## config.mk

```make
export PLATFORM = sky130hd
export DESIGN_NAME = nmf_ctrl
export DESIGN_NICKNAME = d
export VERILOG_FILES = /design/src/design/nmf_pkg.sv /design/src/design/nmf_ctrl.sv
export SDC_FILE = /design/constraint.sdc
export NUM_CORES = 1
export LEC_CHECK = 0
export BUFFER_PORTS_ARGS = -buffer_cell sky130_fd_sc_hd__buf_2
export CAP_MARGIN = 20
export CORE_AREA = 2 2 39 41
export CTS_CLUSTER_DIAMETER = 120
export CTS_CLUSTER_SIZE = 16
export DETAILED_ROUTE_END_ITERATION = 10
export DIE_AREA = 0 0 41 43
export MAX_ROUTING_LAYER = met4
export PLACE_DENSITY = 0.68
export SLEW_MARGIN = 20
export SYNTH_ARGS = -nofsm -noshare
export SYNTH_HDL_FRONTEND = slang
export SYNTH_SLANG_ARGS = --single-unit
```

## constraint.sdc

```tcl
create_clock -name clk -period 3.4 [get_ports clk]
set_input_delay 0.34 -clock clk [delete_from_list [all_inputs] [get_ports clk]]
set_output_delay 0.34 -clock clk [all_outputs]
set_load 0.01 [all_outputs]
```

## src/design/nmf_pkg.sv

```systemverilog
// Shared types and constants of the neighbor mean filter.
package nmf_pkg;

  localparam int PIX_W  = 16;
  localparam int OUT_W  = 16;
  localparam int ROW_W  = 10;
  localparam int SIZE_W = 11;
  localparam logic [SIZE_W-1:0] SIZE_RESET = 11'd512;

  // Divisor picked by how many image edges touch the pixel
  typedef enum logic [1:0] {
    DIV_BY_8 = 2'd0,
    DIV_BY_5 = 2'd1,
    DIV_BY_3 = 2'd2
  } div_code_t;

  // Result slots of one request, in delivery order
  typedef enum logic [1:0] {
    SLOT_UP_LEFT   = 2'd0,
    SLOT_UP_RIGHT  = 2'd1,
    SLOT_LOW_LEFT  = 2'd2,
    SLOT_LOW_RIGHT = 2'd3
  } res_slot_t;

  typedef struct packed {
    logic      accept;
    logic      shift;
    logic      sum;
    logic      mult;
    logic      load;
    res_slot_t slot;
    logic      last;
  } ctrl_cmd_t;

  typedef struct packed {
    logic [3:0] res_flags;
    logic       out_free;
  } dp_status_t;

endpackage

```

## src/design/nmf_ctrl.sv

```systemverilog
// Controller: sequences one pixel request through read, shift and per-result steps.
module nmf_ctrl import nmf_pkg::*; (
  input  logic       clk,
  input  logic       rst_n,
  input  logic       in_valid,
  output logic       in_ready,
  input  dp_status_t status,
  output ctrl_cmd_t  cmd
);

  typedef enum logic [2:0] {
    S_IDLE,
    S_SHIFT,
    S_SUM,
    S_MULT,
    S_EMIT
  } state_t;

  state_t     state_r;
  logic [3:0] pend_r;
  res_slot_t  slot_r;
  logic [3:0] slot_bit;

  function automatic res_slot_t first_slot(input logic [3:0] m);
    res_slot_t s;
    if (m[0]) begin
      s = SLOT_UP_LEFT;
    end else if (m[1]) begin
      s = SLOT_UP_RIGHT;
    end else if (m[2]) begin
      s = SLOT_LOW_LEFT;
    end else begin
      s = SLOT_LOW_RIGHT;
    end
    return s;
  endfunction

  assign slot_bit = 4'b0001 << slot_r;
  assign in_ready = (state_r == S_IDLE);

  // Decode commands from state
  always_comb begin
    cmd        = '0;
    cmd.slot   = slot_r;
    cmd.last   = ((pend_r & ~slot_bit) == 4'b0000);
    cmd.accept = (state_r == S_IDLE) && in_valid;
    cmd.shift  = (state_r == S_SHIFT);
    cmd.sum    = (state_r == S_SUM);
    cmd.mult   = (state_r == S_MULT);
    cmd.load   = (state_r == S_EMIT) && status.out_free;
  end

  // Hold state, pending results and the current slot
  always_ff @(posedge clk) begin
    if (!rst_n) begin
      state_r <= S_IDLE;
      pend_r  <= 4'b0000;
      slot_r  <= SLOT_UP_LEFT;
    end else begin
      unique case (state_r)
        S_IDLE: begin
          if (in_valid) begin
            state_r <= S_SHIFT;
          end
        end
        S_SHIFT: begin
          pend_r <= status.res_flags;
          slot_r <= first_slot(status.res_flags);
          if (status.res_flags != 4'b0000) begin
            state_r <= S_SUM;
          end else begin
            state_r <= S_IDLE;
          end
        end
        S_SUM: begin
          pend_r  <= pend_r & ~slot_bit;
          state_r <= S_MULT;
        end
        S_MULT: begin
          state_r <= S_EMIT;
        end
        S_EMIT: begin
          if (status.out_free) begin
            slot_r <= first_slot(pend_r);
            if (pend_r != 4'b0000) begin
              state_r <= S_SUM;
            end else begin
              state_r <= S_IDLE;
            end
          end
        end
        default: begin
          state_r <= S_IDLE;
        end
      endcase
    end
  end

endmodule

```

==> results.py <==
metrics = {
    "routing": {
        "dr.pass1.iters": 2,
        "drtIter0Drc": 3,
        "avgRoutedWirePerCell_um": 12.7,
        "num_vias": 523,
        "avgViaCountPerCell": 5.45,
        "ant_nets": 0,
        "drc": 0,
        "drt_wl_total_mm": 1.22,
    },
    "setup_path": {
        "path_cells": "or3b_1, inv_2, buf_2",
        "cp.arrival_ns": 1.43,
        "worst-path-buf-inv": 2,
        "crit_path_max_incr_delay_ns": 0.51,
        "cpLargestDelayFamily": "flip-flops",
        "required_ns": 3.06,
        "slowest_stage": "dfxtp_1",
        "timing_worst_setup_path_type": "flip-flop to output port",
        "startpoint_type": "flip-flop",
        "crit_path_end_kind": "output port",
        "worstPathMaxFanout": 10,
    },
    "logic_synthesis": {
        "ys_top_cells_by_area": "dfxtp_1 (32%), nor3_1 (5.3%), nand2b_1 (4.4%)",
        "synthFlopType": "dfxtp_1",
        "yosys.area.top_type": "dfxtp_1",
        "ys_warn_count": 0,
        "syn_inst": 64,
        "synth_edf_count": 0,
        "syn-cell-area_um2": 564,
        "syn_avg_cell_area_um2": 8.82,
        "syn_nets": 72,
        "synthArstFlopShare": 0,
        "yosysSeqAreaShare": 0.319,
        "synth_seq_cells": 9,
        "ys_types": 33,
        "synth_top_cell_area_share": 0.319,
    },
    "pwr": {
        "irDropWorstVdd_v": 0.000214,
        "p_total_mw": 0.276,
        "p_leak_nw": 0.292,
        "p_per_area_nw_per_um2": 420,
    },
    "clock_tree": {
        "clock-root-buffer": "clkbuf_4",
        "cts_made_buffers": 3,
        "clk_latency_ns": 0.26,
        "cts_resized": 0,
        "post_cts_buffers": 0,
        "cts_tree": "yes",
        "cts_hold_repair.buffers": 0,
        "clk_pin_slew_worst_paths_ns": 0.06,
        "clock_sinks": 9,
        "clockBufferDepth": 2,
        "cts_htree_levels": 1,
    },
    "timing": {
        "fin_setup_tns_ns": 0,
        "finalSetupViolCount": 0,
        "rsz0062_at_grt": "false",
        "hold_viol_final": 0,
        "max_freq_mhz": 566,
        "slew_headroom": 0.762,
        "finalClockSkew_ns": 0.00306,
        "period_share": 0.520,
        "fin_crit_ns": 1.77,
        "worst_pin_slew_ns": 0.357,
        "layout_setup_ws_ns": 1.63,
        "drv_slew": 0,
    },
    "place": {
        "dp_cells": 92,
        "gp_congestion": 0.819,
        "placement.setup.worst_slack_ns": 1.89,
        "dp_hpwl_um": 896,
        "portBuffers": 16,
    },
    "cells_and_area": {
        "final_util": 0.475,
        "final_common_cell": "buf_2",
        "layout.nets": 89,
        "final_cell_mix": "buf_2 (16), dfxtp_1 (9), nor3_1 (6)",
        "area_delta_synth_final_pct": 16.4,
        "antenna_cells": 0,
        "final-instance-count-excl-fill": 96,
        "drive_gt1_frac": 0.288,
    },
    "hold_path": {
        "hold_path.class": "input port to flip-flop",
    },
    "floorplanning": {
        "io_pins": 17,
        "start_util": 0.408,
        "die_y_um": 43,
        "core_um2": 1380,
        "chipWidth_um": 41,
        "rows": 14,
        "dieArea_um2": 1760,
    },
    "global_route": {
        "grt_pass1_vias": 492,
        "overflow": 0,
        "antenna_found_initial": 0,
        "grtUsageTotal": 0.183,
        "grt_max_degree": 12,
        "grt_first_pass_wirelength_mm": 2.08,
    },
    "flow_run": {
        "cap_violations": 0,
    },
    "status": {
        "status": "complete, no violations",
    },
}
-- cell type report --
type	instances	area [um^2]
fill	139	727
multi-input combinational	49	343
sequential	9	180
timing repair buffer	16	80.1
clock buffer	4	26.3
tap	16	20.0
inverter	2	7.51
-- power by group --
part | switching (mW) | internal, mW | total [mW]
Clock | 0.0378 | 0.0453 | 0.0830
Sequential | 0.0148 | 0.113 | 0.128
Combinational | 0.0304 | 0.0341 | 0.0644
Total | 0.0829 | 0.193 | 0.276
-- worst register-to-register path, cell delays in order, from the launching register on --
cell and delay [ns]:
dfxtp_1 0.49, nor3b_4 0.41, mux2_1 0.35, and3_1 0.17
-- sequential cells by signal (all words and copies together) (netlist names) --
name,cells
pend_r,4
slot_r,2
state_r,3
-- logic make-up after synthesis --
group | count (synthesis) | synth area share
muxes | 3 | 0.0576
buffers and inverters | 6 | 0.0732
and+or+nand+nor | 33 | 0.386
DFF | 9 | 0.319
AOI/OAI and AO/OA | 13 | 0.164
-- final timing paths --
path / start / endpoint / slack, ns / depth (start not counted)
max: state_r[1]$_SDFFE_PN0P_ / cmd[5] / 1.63 / 3
min: status[3] / pend_r[2]$_SDFFE_PN0P_ / 0.36 / 3
max reg2reg: state_r[0]$_SDFFE_PN0P_ / pend_r[3]$_SDFFE_PN0P_ / 1.88 / 3
min reg2reg: pend_r[2]$_SDFFE_PN0P_ / pend_r[2]$_SDFFE_PN0P_ / 0.53 / 2
-- Yosys cell counts (2+ instances only) --
cell      count
o21ai_0       5
nand3_1       3
o311a_1       2
nor4_1        2
buf_6         2
nand2b_1      4
nor2b_1       3
or3_1         3
dfxtp_1       9
nor3_1        6
mux2_1        2
or3b_1        2
-- per-layer routing --
layer	global-route usage	wire length, um	vias up
li1	-	-	271
met3	0.0314	66	4
met2	0.250	527	16
met5	-	0	-
met1	0.237	595	232
met4	0.120	31	0
-- stage by stage --
stage	hold WS, ns	cell area [um^2]
6_report	0.362	657
2_1_floorplan	0.467	564
3_3_place_gp	0.504	631
4_1_cts	0.358	657
3_5_place_dp	0.524	631
5_1_grt	0.397	657
(Power assumes the default switching activity.)
